<file path="config.mk">
export PLATFORM = sky130hd
export DESIGN_NAME = tick_driven_process_scheduler_top
export DESIGN_NICKNAME = d
export VERILOG_FILES = /design/src/hdl/tdps_pkg.sv /design/src/hdl/tick_driven_process_scheduler_top.sv /design/src/hdl/tdps_cell.sv /design/src/hdl/tdps_ctrl.sv
export SDC_FILE = /design/constraint.sdc
export NUM_CORES = 2
export LEC_CHECK = 0
export ABC_AREA = 1
export BUFFER_PORTS_ARGS = -buffer_cell sky130_fd_sc_hd__buf_2
export CORE_UTILIZATION = 31
export CTS_CLUSTER_SIZE = 12
export DETAILED_ROUTE_END_ITERATION = 7
export PLACE_DENSITY = 0.53
export SLEW_MARGIN = 15
export SYNTH_ARGS = -nofsm -noshare
export SYNTH_HDL_FRONTEND = slang
export SYNTH_SLANG_ARGS = --single-unit
</file>
<file path="constraint.sdc">
create_clock -name clk_i -period 56.3 [get_ports clk_i]
set_input_delay 5.63 -clock clk_i [delete_from_list [all_inputs] [get_ports clk_i]]
set_output_delay 5.63 -clock clk_i [all_outputs]
set_load 0.02 [all_outputs]
</file>
<file path="src/hdl/tdps_pkg.sv">
package tdps_pkg;

  localparam int unsigned SLOTS = 16;
  localparam int unsigned SLOT_W = $clog2(SLOTS);

  localparam logic OP_ARRIVAL = 1'b0;
  localparam logic OP_TICK = 1'b1;

  localparam logic [2:0] POL_FCFS = 3'd0;
  localparam logic [2:0] POL_RR = 3'd1;
  localparam logic [2:0] POL_HRRN = 3'd2;
  localparam logic [2:0] POL_SJF = 3'd3;
  localparam logic [2:0] POL_SRT = 3'd4;

  localparam logic CFG_POLICY = 1'b0;
  localparam logic CFG_QUANTUM = 1'b1;

  localparam logic [7:0] QUANTUM_RESET = 8'd5;

  typedef struct packed {
    logic        valid;
    logic [7:0]  job_id;
    logic [9:0]  burst;
    logic [9:0]  remaining;
    logic [15:0] wait_cnt;
    logic [15:0] order;
  } slot_rec_t;

endpackage

</file>
<file path="src/hdl/tick_driven_process_scheduler_top.sv">
// A request is taken when start_i is high and busy_o is low. busy_o stays high while the
// request runs: the job table is a ring of slot cells that rotates once per pass, one
// cell per cycle, with one pass to place an arrival and two passes per tick (select,
// then update). The result appears for one cycle with result_strobe_o, and the receiver
// cannot stall it; a new request may be issued in that same cycle.
module tick_driven_process_scheduler_top
  import tdps_pkg::*;
(
  input  logic        clk_i,
  input  logic        rst_ni,
  input  logic        start_i,
  output logic        busy_o,
  input  logic        cfg_we_i,
  input  logic        cfg_idx_i,
  input  logic [7:0]  cfg_data_i,
  input  logic        opcode_i,
  input  logic [7:0]  job_id_i,
  input  logic [9:0]  burst_length_i,
  output logic        result_strobe_o,
  output logic        arrival_accepted_o,
  output logic        running_valid_o,
  output logic [7:0]  running_id_o,
  output logic        done_valid_o,
  output logic [7:0]  done_id_o,
  output logic [15:0] done_wait_o,
  output logic [31:0] done_time_o
);

  slot_rec_t ring [SLOTS];
  slot_rec_t tail;
  logic      shift;

  for (genvar i = 0; i < SLOTS; i++) begin : g_cell
    if (i == SLOTS - 1) begin : g_tail
      tdps_cell u_cell (
        .clk_i  (clk_i),
        .rst_ni (rst_ni),
        .shift_i(shift),
        .rec_i  (tail),
        .rec_o  (ring[i])
      );
    end else begin : g_mid
      tdps_cell u_cell (
        .clk_i  (clk_i),
        .rst_ni (rst_ni),
        .shift_i(shift),
        .rec_i  (ring[i+1]),
        .rec_o  (ring[i])
      );
    end
  end

  tdps_ctrl u_ctrl (
    .clk_i             (clk_i),
    .rst_ni            (rst_ni),
    .start_i           (start_i),
    .busy_o            (busy_o),
    .cfg_we_i          (cfg_we_i),
    .cfg_idx_i         (cfg_idx_i),
    .cfg_data_i        (cfg_data_i),
    .opcode_i          (opcode_i),
    .job_id_i          (job_id_i),
    .burst_length_i    (burst_length_i),
    .head_i            (ring[0]),
    .shift_o           (shift),
    .tail_o            (tail),
    .result_strobe_o   (result_strobe_o),
    .arrival_accepted_o(arrival_accepted_o),
    .running_valid_o   (running_valid_o),
    .running_id_o      (running_id_o),
    .done_valid_o      (done_valid_o),
    .done_id_o         (done_id_o),
    .done_wait_o       (done_wait_o),
    .done_time_o       (done_time_o)
  );

endmodule

</file>
<file path="src/hdl/tdps_cell.sv">
module tdps_cell
  import tdps_pkg::*;
(
  input  logic      clk_i,
  input  logic      rst_ni,
  input  logic      shift_i,
  input  slot_rec_t rec_i,
  output slot_rec_t rec_o
);

  logic      valid_q;
  slot_rec_t data_q;

  always_ff @(posedge clk_i or negedge rst_ni) begin
    if (!rst_ni) begin
      valid_q <= 1'b0;
    end else if (shift_i) begin
      valid_q <= rec_i.valid;
    end
  end

  always_ff @(posedge clk_i) begin
    if (shift_i) begin
      data_q <= rec_i;
    end
  end

  always_comb begin
    rec_o = data_q;
    rec_o.valid = valid_q;
  end

endmodule

</file>
<file path="src/hdl/tdps_ctrl.sv">
module tdps_ctrl
  import tdps_pkg::*;
(
  input  logic        clk_i,
  input  logic        rst_ni,
  input  logic        start_i,
  output logic        busy_o,
  input  logic        cfg_we_i,
  input  logic        cfg_idx_i,
  input  logic [7:0]  cfg_data_i,
  input  logic        opcode_i,
  input  logic [7:0]  job_id_i,
  input  logic [9:0]  burst_length_i,
  input  slot_rec_t   head_i,
  output logic        shift_o,
  output slot_rec_t   tail_o,
  output logic        result_strobe_o,
  output logic        arrival_accepted_o,
  output logic        running_valid_o,
  output logic [7:0]  running_id_o,
  output logic        done_valid_o,
  output logic [7:0]  done_id_o,
  output logic [15:0] done_wait_o,
  output logic [31:0] done_time_o
);

  localparam logic [1:0] ST_IDLE = 2'd0;
  localparam logic [1:0] ST_ARR = 2'd1;
  localparam logic [1:0] ST_SEL = 2'd2;
  localparam logic [1:0] ST_UPD = 2'd3;

  logic [1:0]        state_q;
  logic [SLOT_W-1:0] step_q;
  logic [2:0]        policy_q;
  logic [7:0]        quantum_q;
  logic [15:0]       counter_q;
  logic [SLOT_W-1:0] cur_q;
  logic              cbusy_q;
  logic [7:0]        qu_q;
  logic [31:0]       elapsed_q;
  logic              preempt_q;
  logic              do_sel_q;
  logic              found_q;
  logic [SLOT_W-1:0] best_q;
  logic [9:0]        best_burst_q;
  logic [9:0]        best_rem_q;
  logic [15:0]       best_wait_q;
  logic [15:0]       best_age_q;
  logic              fin_q;
  logic              rrpre_q;
  logic [7:0]        job_id_q;
  logic [9:0]        burst_q;
  logic              strobe_q;
  logic              acc_q;
  logic              run_v_q;
  logic [7:0]        run_id_q;
  logic              done_v_q;
  logic [7:0]        done_id_q;
  logic [15:0]       done_wait_q;
  logic [31:0]       done_time_q;

  logic              last;
  logic [2:0]        p_eff;
  logic [7:0]        q_eff;
  logic              preempt_now;
  slot_rec_t         h_mod;
  logic [15:0]       age_h;
  logic [26:0]       ratio_a;
  logic [26:0]       ratio_b;
  logic              prefer;
  logic              take;
  logic              found_n;
  logic [SLOT_W-1:0] best_n;
  logic              running;
  logic [9:0]        rem_n;
  logic [7:0]        qu_inc;
  logic              fin_now;
  logic              rrpre_now;
  slot_rec_t         upd;
  slot_rec_t         placed;
  logic              place_now;

  assign last = step_q == SLOT_W'(SLOTS - 1);
  assign p_eff = (policy_q > POL_SRT) ? POL_FCFS : policy_q;
  assign q_eff = (quantum_q == 8'd0) ? 8'd1 : quantum_q;
  assign preempt_now = cbusy_q && (p_eff == POL_RR) && (qu_q >= q_eff);
  assign busy_o = state_q != ST_IDLE;
  assign shift_o = busy_o;

  always_comb begin
    h_mod = head_i;
    if (preempt_q && step_q == cur_q) begin
      h_mod.order = counter_q - 16'd1;
    end
  end

  assign age_h = counter_q - h_mod.order;
  assign ratio_a = (27'(h_mod.wait_cnt) + 27'(h_mod.burst)) * 27'(best_burst_q);
  assign ratio_b = (27'(best_wait_q) + 27'(best_burst_q)) * 27'(h_mod.burst);

  always_comb begin
    prefer = age_h > best_age_q;
    case (p_eff)
      POL_HRRN: if (ratio_a != ratio_b) prefer = ratio_a > ratio_b;
      POL_SJF:  if (h_mod.burst != best_burst_q) prefer = h_mod.burst < best_burst_q;
      POL_SRT:  if (h_mod.remaining != best_rem_q) prefer = h_mod.remaining < best_rem_q;
      default:  prefer = age_h > best_age_q;
    endcase
  end

  assign take = (state_q == ST_SEL) && do_sel_q && h_mod.valid && (!found_q || prefer);
  assign found_n = found_q || take;
  assign best_n = take ? step_q : best_q;

  assign running = cbusy_q && (step_q == cur_q) && head_i.valid;
  assign rem_n = (head_i.remaining != 10'd0) ? head_i.remaining - 10'd1 : 10'd0;
  assign qu_inc = (qu_q == 8'hFF) ? 8'hFF : qu_q + 8'd1;
  assign fin_now = running && (rem_n == 10'd0);
  assign rrpre_now = running && !fin_now && (p_eff == POL_RR) && (qu_inc >= q_eff);

  always_comb begin
    upd = head_i;
    if (running) begin
      upd.remaining = rem_n;
      if (fin_now) begin
        upd.valid = 1'b0;
      end else if (rrpre_now) begin
        upd.order = counter_q;
      end
    end else if (head_i.valid && head_i.wait_cnt != 16'hFFFF) begin
      upd.wait_cnt = head_i.wait_cnt + 16'd1;
    end
  end

  assign place_now = !acc_q && !head_i.valid && (burst_q != 10'd0);

  always_comb begin
    placed.valid = 1'b1;
    placed.job_id = job_id_q;
    placed.burst = burst_q;
    placed.remaining = burst_q;
    placed.wait_cnt = 16'd0;
    placed.order = counter_q;
  end

  always_comb begin
    case (state_q)
      ST_ARR:  tail_o = place_now ? placed : head_i;
      ST_SEL:  tail_o = h_mod;
      ST_UPD:  tail_o = upd;
      default: tail_o = head_i;
    endcase
  end

  always_ff @(posedge clk_i or negedge rst_ni) begin
    if (!rst_ni) begin
      state_q <= ST_IDLE;
      step_q <= '0;
      policy_q <= POL_FCFS;
      quantum_q <= QUANTUM_RESET;
      counter_q <= 16'd0;
      cur_q <= '0;
      cbusy_q <= 1'b0;
      qu_q <= 8'd0;
      elapsed_q <= 32'd0;
      preempt_q <= 1'b0;
      do_sel_q <= 1'b0;
      found_q <= 1'b0;
      best_q <= '0;
      fin_q <= 1'b0;
      rrpre_q <= 1'b0;
      strobe_q <= 1'b0;
      acc_q <= 1'b0;
      run_v_q <= 1'b0;
      done_v_q <= 1'b0;
    end else begin
      strobe_q <= last && (state_q == ST_ARR || state_q == ST_UPD);
      if (cfg_we_i) begin
        case (cfg_idx_i)
          CFG_POLICY:  policy_q <= cfg_data_i[2:0];
          CFG_QUANTUM: quantum_q <= cfg_data_i;
          default:     quantum_q <= cfg_data_i;
        endcase
      end
      if (busy_o) begin
        step_q <= step_q + SLOT_W'(1);
      end
      case (state_q)
        ST_IDLE: begin
          if (start_i) begin
            step_q <= '0;
            acc_q <= 1'b0;
            run_v_q <= 1'b0;
            done_v_q <= 1'b0;
            found_q <= 1'b0;
            fin_q <= 1'b0;
            rrpre_q <= 1'b0;
            if (opcode_i == OP_ARRIVAL) begin
              state_q <= ST_ARR;
            end else begin
              state_q <= ST_SEL;
              elapsed_q <= elapsed_q + 32'd1;
              preempt_q <= preempt_now;
              do_sel_q <= !(cbusy_q && !preempt_now) || (p_eff == POL_SRT);
              if (preempt_now) begin
                counter_q <= counter_q + 16'd1;
                cbusy_q <= 1'b0;
                qu_q <= 8'd0;
              end
            end
          end
        end
        ST_ARR: begin
          if (place_now) begin
            acc_q <= 1'b1;
            counter_q <= counter_q + 16'd1;
          end
          if (last) begin
            state_q <= ST_IDLE;
          end
        end
        ST_SEL: begin
          found_q <= found_n;
          best_q <= best_n;
          if (last) begin
            state_q <= ST_UPD;
            if (do_sel_q && found_n) begin
              if (!cbusy_q || best_n != cur_q) begin
                qu_q <= 8'd0;
              end
              cur_q <= best_n;
              cbusy_q <= 1'b1;
            end
          end
        end
        ST_UPD: begin
          if (running) begin
            run_v_q <= 1'b1;
            fin_q <= fin_now;
            rrpre_q <= rrpre_now;
            if (fin_now) begin
              done_v_q <= 1'b1;
            end
            if (rrpre_now) begin
              counter_q <= counter_q + 16'd1;
            end
          end
          if (last) begin
            state_q <= ST_IDLE;
            if (cbusy_q) begin
              if (fin_q || rrpre_q || fin_now || rrpre_now) begin
                qu_q <= 8'd0;
                cbusy_q <= 1'b0;
              end else begin
                qu_q <= qu_inc;
              end
            end
          end
        end
        default: state_q <= ST_IDLE;
      endcase
    end
  end

  always_ff @(posedge clk_i) begin
    if (state_q == ST_IDLE && start_i) begin
      job_id_q <= job_id_i;
      burst_q <= burst_length_i;
    end
    if (take) begin
      best_burst_q <= h_mod.burst;
      best_rem_q <= h_mod.remaining;
      best_wait_q <= h_mod.wait_cnt;
      best_age_q <= age_h;
    end
    if (state_q == ST_UPD && running) begin
      run_id_q <= head_i.job_id;
      done_id_q <= head_i.job_id;
      done_wait_q <= head_i.wait_cnt;
      done_time_q <= elapsed_q;
    end
  end

  assign result_strobe_o = strobe_q;
  assign arrival_accepted_o = acc_q;
  assign running_valid_o = run_v_q;
  assign running_id_o = run_v_q ? run_id_q : 8'd0;
  assign done_valid_o = done_v_q;
  assign done_id_o = done_v_q ? done_id_q : 8'd0;
  assign done_wait_o = done_v_q ? done_wait_q : 16'd0;
  assign done_time_o = done_v_q ? done_time_q : 32'd0;

  a_strobe_idle: assert property (@(posedge clk_i) disable iff (!rst_ni)
    strobe_q |-> state_q == ST_IDLE)
    else $error("result strobe outside idle");
  a_done_runs: assert property (@(posedge clk_i) disable iff (!rst_ni)
    done_v_q |-> run_v_q && !acc_q)
    else $error("finished job without running job");
  a_idle_step: assert property (@(posedge clk_i) disable iff (!rst_ni)
    state_q == ST_IDLE |-> step_q == '0)
    else $error("ring not aligned in idle");
  a_pass_end: assert property (@(posedge clk_i) disable iff (!rst_ni)
    (state_q == ST_SEL && last) |=> state_q == ST_UPD)
    else $error("selection pass not followed by update pass");

endmodule

</file>
## After elaboration in Yosys (flattened, before gate mapping)

Index checks and enable logic that the tools add are counted.

- $add $sub $neg: 10
- Multipliers: 2
- Order comparisons: 7
- Equality and inequality tests: 28
- Mux-type cells: 71
- Bitwise gates (word level): 1
- Reduce and logical (&&, ||, !) cells: 59

Operator list:

| cell | count |
|---|---|
| 2-to-1 mux 16 bit | 13 |
| case mux 61 bit (3 select lines) | 1 |
| 2-to-1 mux 8 bit | 13 |
| 2-to-1 mux 61 bit | 1 |
| multiplier 27 x 10 -> 27 bit | 2 |
| case mux 16 bit (3 select lines) | 1 |
| adder 16 x 10 -> 17 bit | 2 |
| adder 16 x 1 -> 16 bit (second input constant) | 2 |
| adder 32 x 1 -> 32 bit (second input constant) | 1 |
| 2-to-1 mux 32 bit | 1 |
| greater-than comparator 27 bit | 1 |
| inequality test 27 bit | 1 |
| case mux 8 bit (3 select lines) | 1 |
| logical AND 1 bit | 20 |
| less-than comparator 10 bit | 2 |
| 2-to-1 mux 1 bit | 20 |
| 2-to-1 mux 10 bit | 2 |
| inequality test 10 bit | 2 |
| nonzero test 10 bit | 2 |
| inequality test 2 x 1 -> 1 bit (second input constant) | 9 |
| greater-or-equal comparator 8 bit | 2 |
| greater-than comparator 16 bit | 1 |
| 2-to-1 mux 4 bit | 4 |
| inequality test 16 bit (second input constant) | 1 |
| 35 further kinds | 73 |

- Bits in registers: 1,193
- Input bits: 32
- Output and inout bits: 69
- Word-level logic and storage cells: 302

## Logic depth before layout (Yosys ltp)

- Depth after elaboration: 16
- Mapped depth: 56
- Gate-level depth less buffers: 56

## Hierarchy

Synthesis repeated with hierarchy kept, for this count alone.

- Cell total of the unflattened synthesis: 4,145
- Area, all modules: 54,389.7 µm²

Modules (own cells, without submodules):

| module | times used | cells an instance | area an instance (µm²) | seq. area each (µm²) |
|---|---|---|---|---|
| tdps_cell | 16 | 66 | 1,849.3 | 1,826.8 |
| tdps_ctrl | 1 | 3,089 | 24,801.3 | 6,063.3 |

## Worst setup path after synthesis

Ideal clock, no wire load.

- Kind: reg-to-output
- From: register u_ctrl.state_q[0]
- To: output port busy_o
- Arrival time: 27,016 ps
- Required time: 50,670 ps
- Slack: 23,654 ps
- Cell stages (with the launch flop): 6
- Path buffers: 3
- Cell sequence: dfrtp_1 buf_4 nor2_4 inv_1 clkbuf_1 buf_1

- Longest elaborated chain between the ends: 1

RTL lines:

| what | line | RTL |
|---|---|---|
| start: declaration | tdps_ctrl.sv:32 | `logic [1:0] state_q;` |
| start signal: assignment | tdps_ctrl.sv:157 | `state_q <= ST_IDLE;` |
| start signal: assignment | tdps_ctrl.sv:199 | `state_q <= ST_ARR;` |
| start signal: assignment | tdps_ctrl.sv:201 | `state_q <= ST_SEL;` |
| nonzero test 2 bit | tdps_ctrl.sv:87 | `assign busy_o = state_q != ST_IDLE;` |
| end: declaration | tick_driven_process_scheduler_top.sv:12 | `output logic busy_o,` |

Every way passes these cells.

## Worst setup path after layout

- From: register g_cell[0].g_mid.u_cell.data_q, in the netlist g_cell[0].g_mid.u_cell.rec_o[43]
- To: register u_ctrl.best_age_q[14], enable pin

- Longest elaborated chain between the ends: 7
- Elaborated cells between the ends (all ways): 12
- Classes of those cells: 1 x add/sub; 2 x mul; 2 x order compare; 2 x eq/ne; 3 x mux; 2 x reduce/logical

RTL lines:

| what | line | RTL |
|---|---|---|
| start: declaration | tdps_cell.sv:12 | `slot_rec_t data_q;` |
| start signal: assignment | tdps_cell.sv:24 | `data_q <= rec_i;` |
| adder 16 x 10 -> 17 bit | tdps_ctrl.sv:98 | `assign ratio_a = (27'(h_mod.wait_cnt) + 27'(h_mod.burst)) * 27'(best_burst_q);` |
| multiplier 27 x 10 -> 27 bit | tdps_ctrl.sv:98 |  |
| greater-than comparator 27 bit / inequality test 27 bit (equally long branches) | tdps_ctrl.sv:104 | `POL_HRRN: if (ratio_a != ratio_b) prefer = ratio_a > ratio_b;` |
| 2-to-1 mux 1 bit | tdps_ctrl.sv:104 |  |
| case mux 1 bit (3 select lines) (*) | tdps_ctrl.sv:103 | `case (p_eff)` |
| logical OR 1 bit (*) | tdps_ctrl.sv:111 | `assign take = (state_q == ST_SEL) && do_sel_q && h_mod.valid && (!found_q \|\| prefer);` |
| logical AND 1 bit (*) | tdps_ctrl.sv:111 |  |
| net u_ctrl.take | tdps_ctrl.sv:71 | `logic take;` |
| end signal: assignment | tdps_ctrl.sv:274 | `best_age_q <= age_h;` |
| end: declaration | tdps_ctrl.sv:48 | `logic [15:0] best_age_q;` |

Mark *: on every way through the listed nets, which the timed path passes. The rest lies on a longest branch.
A chain may end at the register's enable or synchronous reset.

==> metrics.txt <==
status completed; Synth area leaders edfxtp_1 60%, fa_1 8.8%, ha_1 5.6%; largest net degree at the start of global routing 154; WP data arrival 11.04 ns; CTS root buf clkbuf_16; Primary FF master, synth edfxtp_1; count of unique library cells instantiated by Yosys 68; worst setup margin 45.38 ns; cell count after placement 6469; IO Count approximately 100; CORE AREA 174000 sq um; CP max-delay cell clkinv_2; post-synth top area cell edfxtp_1; startpoint types register; Routed WL 110.3 mm; Fin Hold WS 0.3520 ns; Final ANT Viol Nets 0; number of synthesized flops with an enable pin 1086; Routed wire per std cell around 17 um; Peak Freq roughly 90 MHz; most used cell, CP nand2_1; proportion of layout cells with a drive suffix above 1 8.445%; RSZ-0062 raised after global routing no; gr usage total around 13%; Ys Warns 0; Final Critical Period 10.92 ns; R2R setup slack around 45 ns; critical path fanouts, max 52; post-cts resize count 0; drt first pass iters 7; Hold Buf Count CTS 0; clk buf depth 3; pre-CTS WS 45.45 ns; Worst path top cell family by delay adder cells; DRC violations left 0; NumNets Final 4782; Antenna diodes 0; Total Die Area 176900 sq um; Crit path largest cell delay between 0.7 and 0.8 ns; CP Capture Type register; Final Non-Filler Cells 6671; Initial Utilization 31.22%; Die Wd 420.6 um; sequential share of the synthesized area 64.95%; Least-Margin Pin Slew 1.088 ns; Worst EP required between 50 and 60 ns; number of setup buffers added after CTS 0; num rows 153; share of the synthesized area in the top cell type 60.02%; clk_skew between 0.09 and 0.1 ns; path type of the worst setup path register to register; final hold violation count 0; clk_lat worst skew roughly 0.75 ns; overflow left after global routing 0; syn_area_per_cell 13.33 sq um; synthesized flop and latch total between 1000 and 1500; total CTS buffers 120; Buf/Inv on CP 6; Max Transition Viols Final 0; Setup TNS 0 ns; Port Buffers 100; initial antenna violation count 5; final setup vio count 0; DR iter-0 viols 2247; Placer Congestion 0.8935; Synth Cell Area around 54000 sq um; slew margin rel. 27.44%; clk slew on worst S/H paths 0.06 ns; vias in the first global route ~30000; Net Count, Synth about 4600; first-pass GRT wire length 171.9 mm; vias per std cell 4.515; dpl hpwl 75.44 mm; synthesis-to-layout area growth 12.94%; Sink Count 1193; H-tree depth 3; crit share post-route 19.40%; via count 30120; Max-cap violations 0; CTS tree yes; Synth async-reset ratio 8.969%; Worst Hold Class register to register; post-synthesis cell count 4077; die height between 400 and 500 um
## layer usage
metal  up-vias  track usage [%]  wire length (um)
met2       593            19.83             51320
li1      14240                -                 -
met5         -                0                 0
met1     15120            17.80             51990
met3       159            1.952              4585
met4         0            3.581              2390
## stage by stage
step / area, sq um / util [%]
after floorplan: 54330 / -
after global routing: 61360 / 35.26
after global placement: 57750 / 33.19
final: 61360 / 35.26
after detailed placement: 57750 / 33.19
after CTS: 61360 / 35.26
## placed cells by master (no fill, tap or decap), drive strengths merged, types with 90 or more instances in the layout
cell type	synthesis	routed
edfxtp	1086	1086
nand2	623	623
inv	586	589
nor2	370	370
ha	245	245
fa	239	239
clkbuf	51	159
a21oi	158	158
o21ai	142	142
buf	12	130
dfrtp	105	105
xor2	90	90
## synth_stat cells (all sizes together) (7+ instances only)
| cell | instances |
|---|---|
| o22ai | 10 |
| nor4 | 13 |
| a21boi | 7 |
| nand3 | 89 |
| a31oi | 16 |
| inv | 586 |
| o221ai | 9 |
| edfxtp | 1086 |
| o21ai | 142 |
| a22oi | 10 |
| fa | 239 |
| dfrtp | 105 |
| a21o | 9 |
| buf | 12 |
| o211ai | 17 |
| nor3 | 35 |
| xor2 | 90 |
| o21bai | 8 |
| ha | 245 |
| o2111ai | 11 |
| or2 | 13 |
| nand2 | 623 |
| o21a | 9 |
| nor2 | 370 |
| nand4 | 27 |
| a21oi | 158 |
| xnor2 | 43 |
| clkbuf | 51 |
## final cells by class
class,count,area [sq um]
Sequential cell,1193,35290
Tap cell,2325,2909
Multi-Input combinational cell,2231,16590
Timing Repair Buffer,130,740.7
Clock buffer,159,3211
Clock inverter,43,397.9
Inverter,590,2223
Fill cell,16770,112700
## logic make-up after synthesis
kind of cell / after synthesis / share of synthesized area, %
simple gates: 1184 / 9.269
fa+ha+maj: 484 / 14.45
xor+xnor: 133 / 2.185
compound gates: 428 / 4.578
buf+inv: 653 / 4.527
mux: 2 / 0.03685
flops: 1193 / 64.95
## path summary, 6_finish.rpt
check | depth (start not counted) | end | start
setup reg to reg | 47 | u_ctrl.best_age_q[14]$_DFFE_PP_ | g_cell[0].g_mid.u_cell.rec_o[43]$_DFFE_PN_
hold reg to reg | 0 | g_cell[10].g_mid.u_cell.rec_o[18]$_DFFE_PN_ | g_cell[11].g_mid.u_cell.rec_o[18]$_DFFE_PN_
min in group asynchronous | 1 | g_cell[8].g_mid.u_cell.valid_q$_DFFE_PN0N_ | rst_ni
max in group asynchronous | 2 | u_ctrl.step_q[2]$_DFF_PN0_ | rst_ni
setup / recovery | 47 | u_ctrl.best_age_q[14]$_DFFE_PP_ | g_cell[0].g_mid.u_cell.rec_o[43]$_DFFE_PN_
hold / removal | 0 | g_cell[10].g_mid.u_cell.rec_o[18]$_DFFE_PN_ | g_cell[11].g_mid.u_cell.rec_o[18]$_DFFE_PN_
## worst register-to-register path, delay by kind of cell, from the launching register on
kind                     cells  cell delay [ns]
buffers and inverters        6             1.60
XOR/XNOR                     2             0.78
AO/OA/AOI/OAI                7             1.33
AND/OR/NAND/NOR             24             2.49
adder cells (fa/ha/maj)      8             3.75
flip-flops                   1             0.32
## state kept, by name, indices dropped and copies added, names as in the netlist, 2 cells and up
register / cells
u_ctrl.step_q: 4
u_ctrl.best_q: 4
u_ctrl.counter_q: 16
g_cell.g_mid.u_cell.valid_q: 15
u_ctrl.cur_q: 4
u_ctrl.quantum_q: 8
g_cell.g_tail.u_cell.rec_o: 60
u_ctrl.best_rem_q: 10
g_cell.g_mid.u_cell.rec_o: 900
u_ctrl.run_id_q: 8
u_ctrl.policy_q: 3
u_ctrl.state_q: 2
u_ctrl.job_id_q: 8
u_ctrl.qu_q: 8
u_ctrl.elapsed_q: 32
u_ctrl.best_age_q: 16
u_ctrl.burst_q: 10
u_ctrl.best_burst_q: 10
u_ctrl.done_time_q: 32
u_ctrl.best_wait_q: 16
u_ctrl.done_wait_q: 16
Power is not shown: default switching activity piles up to over one toggle a cycle in this logic, so the estimate is an artifact.
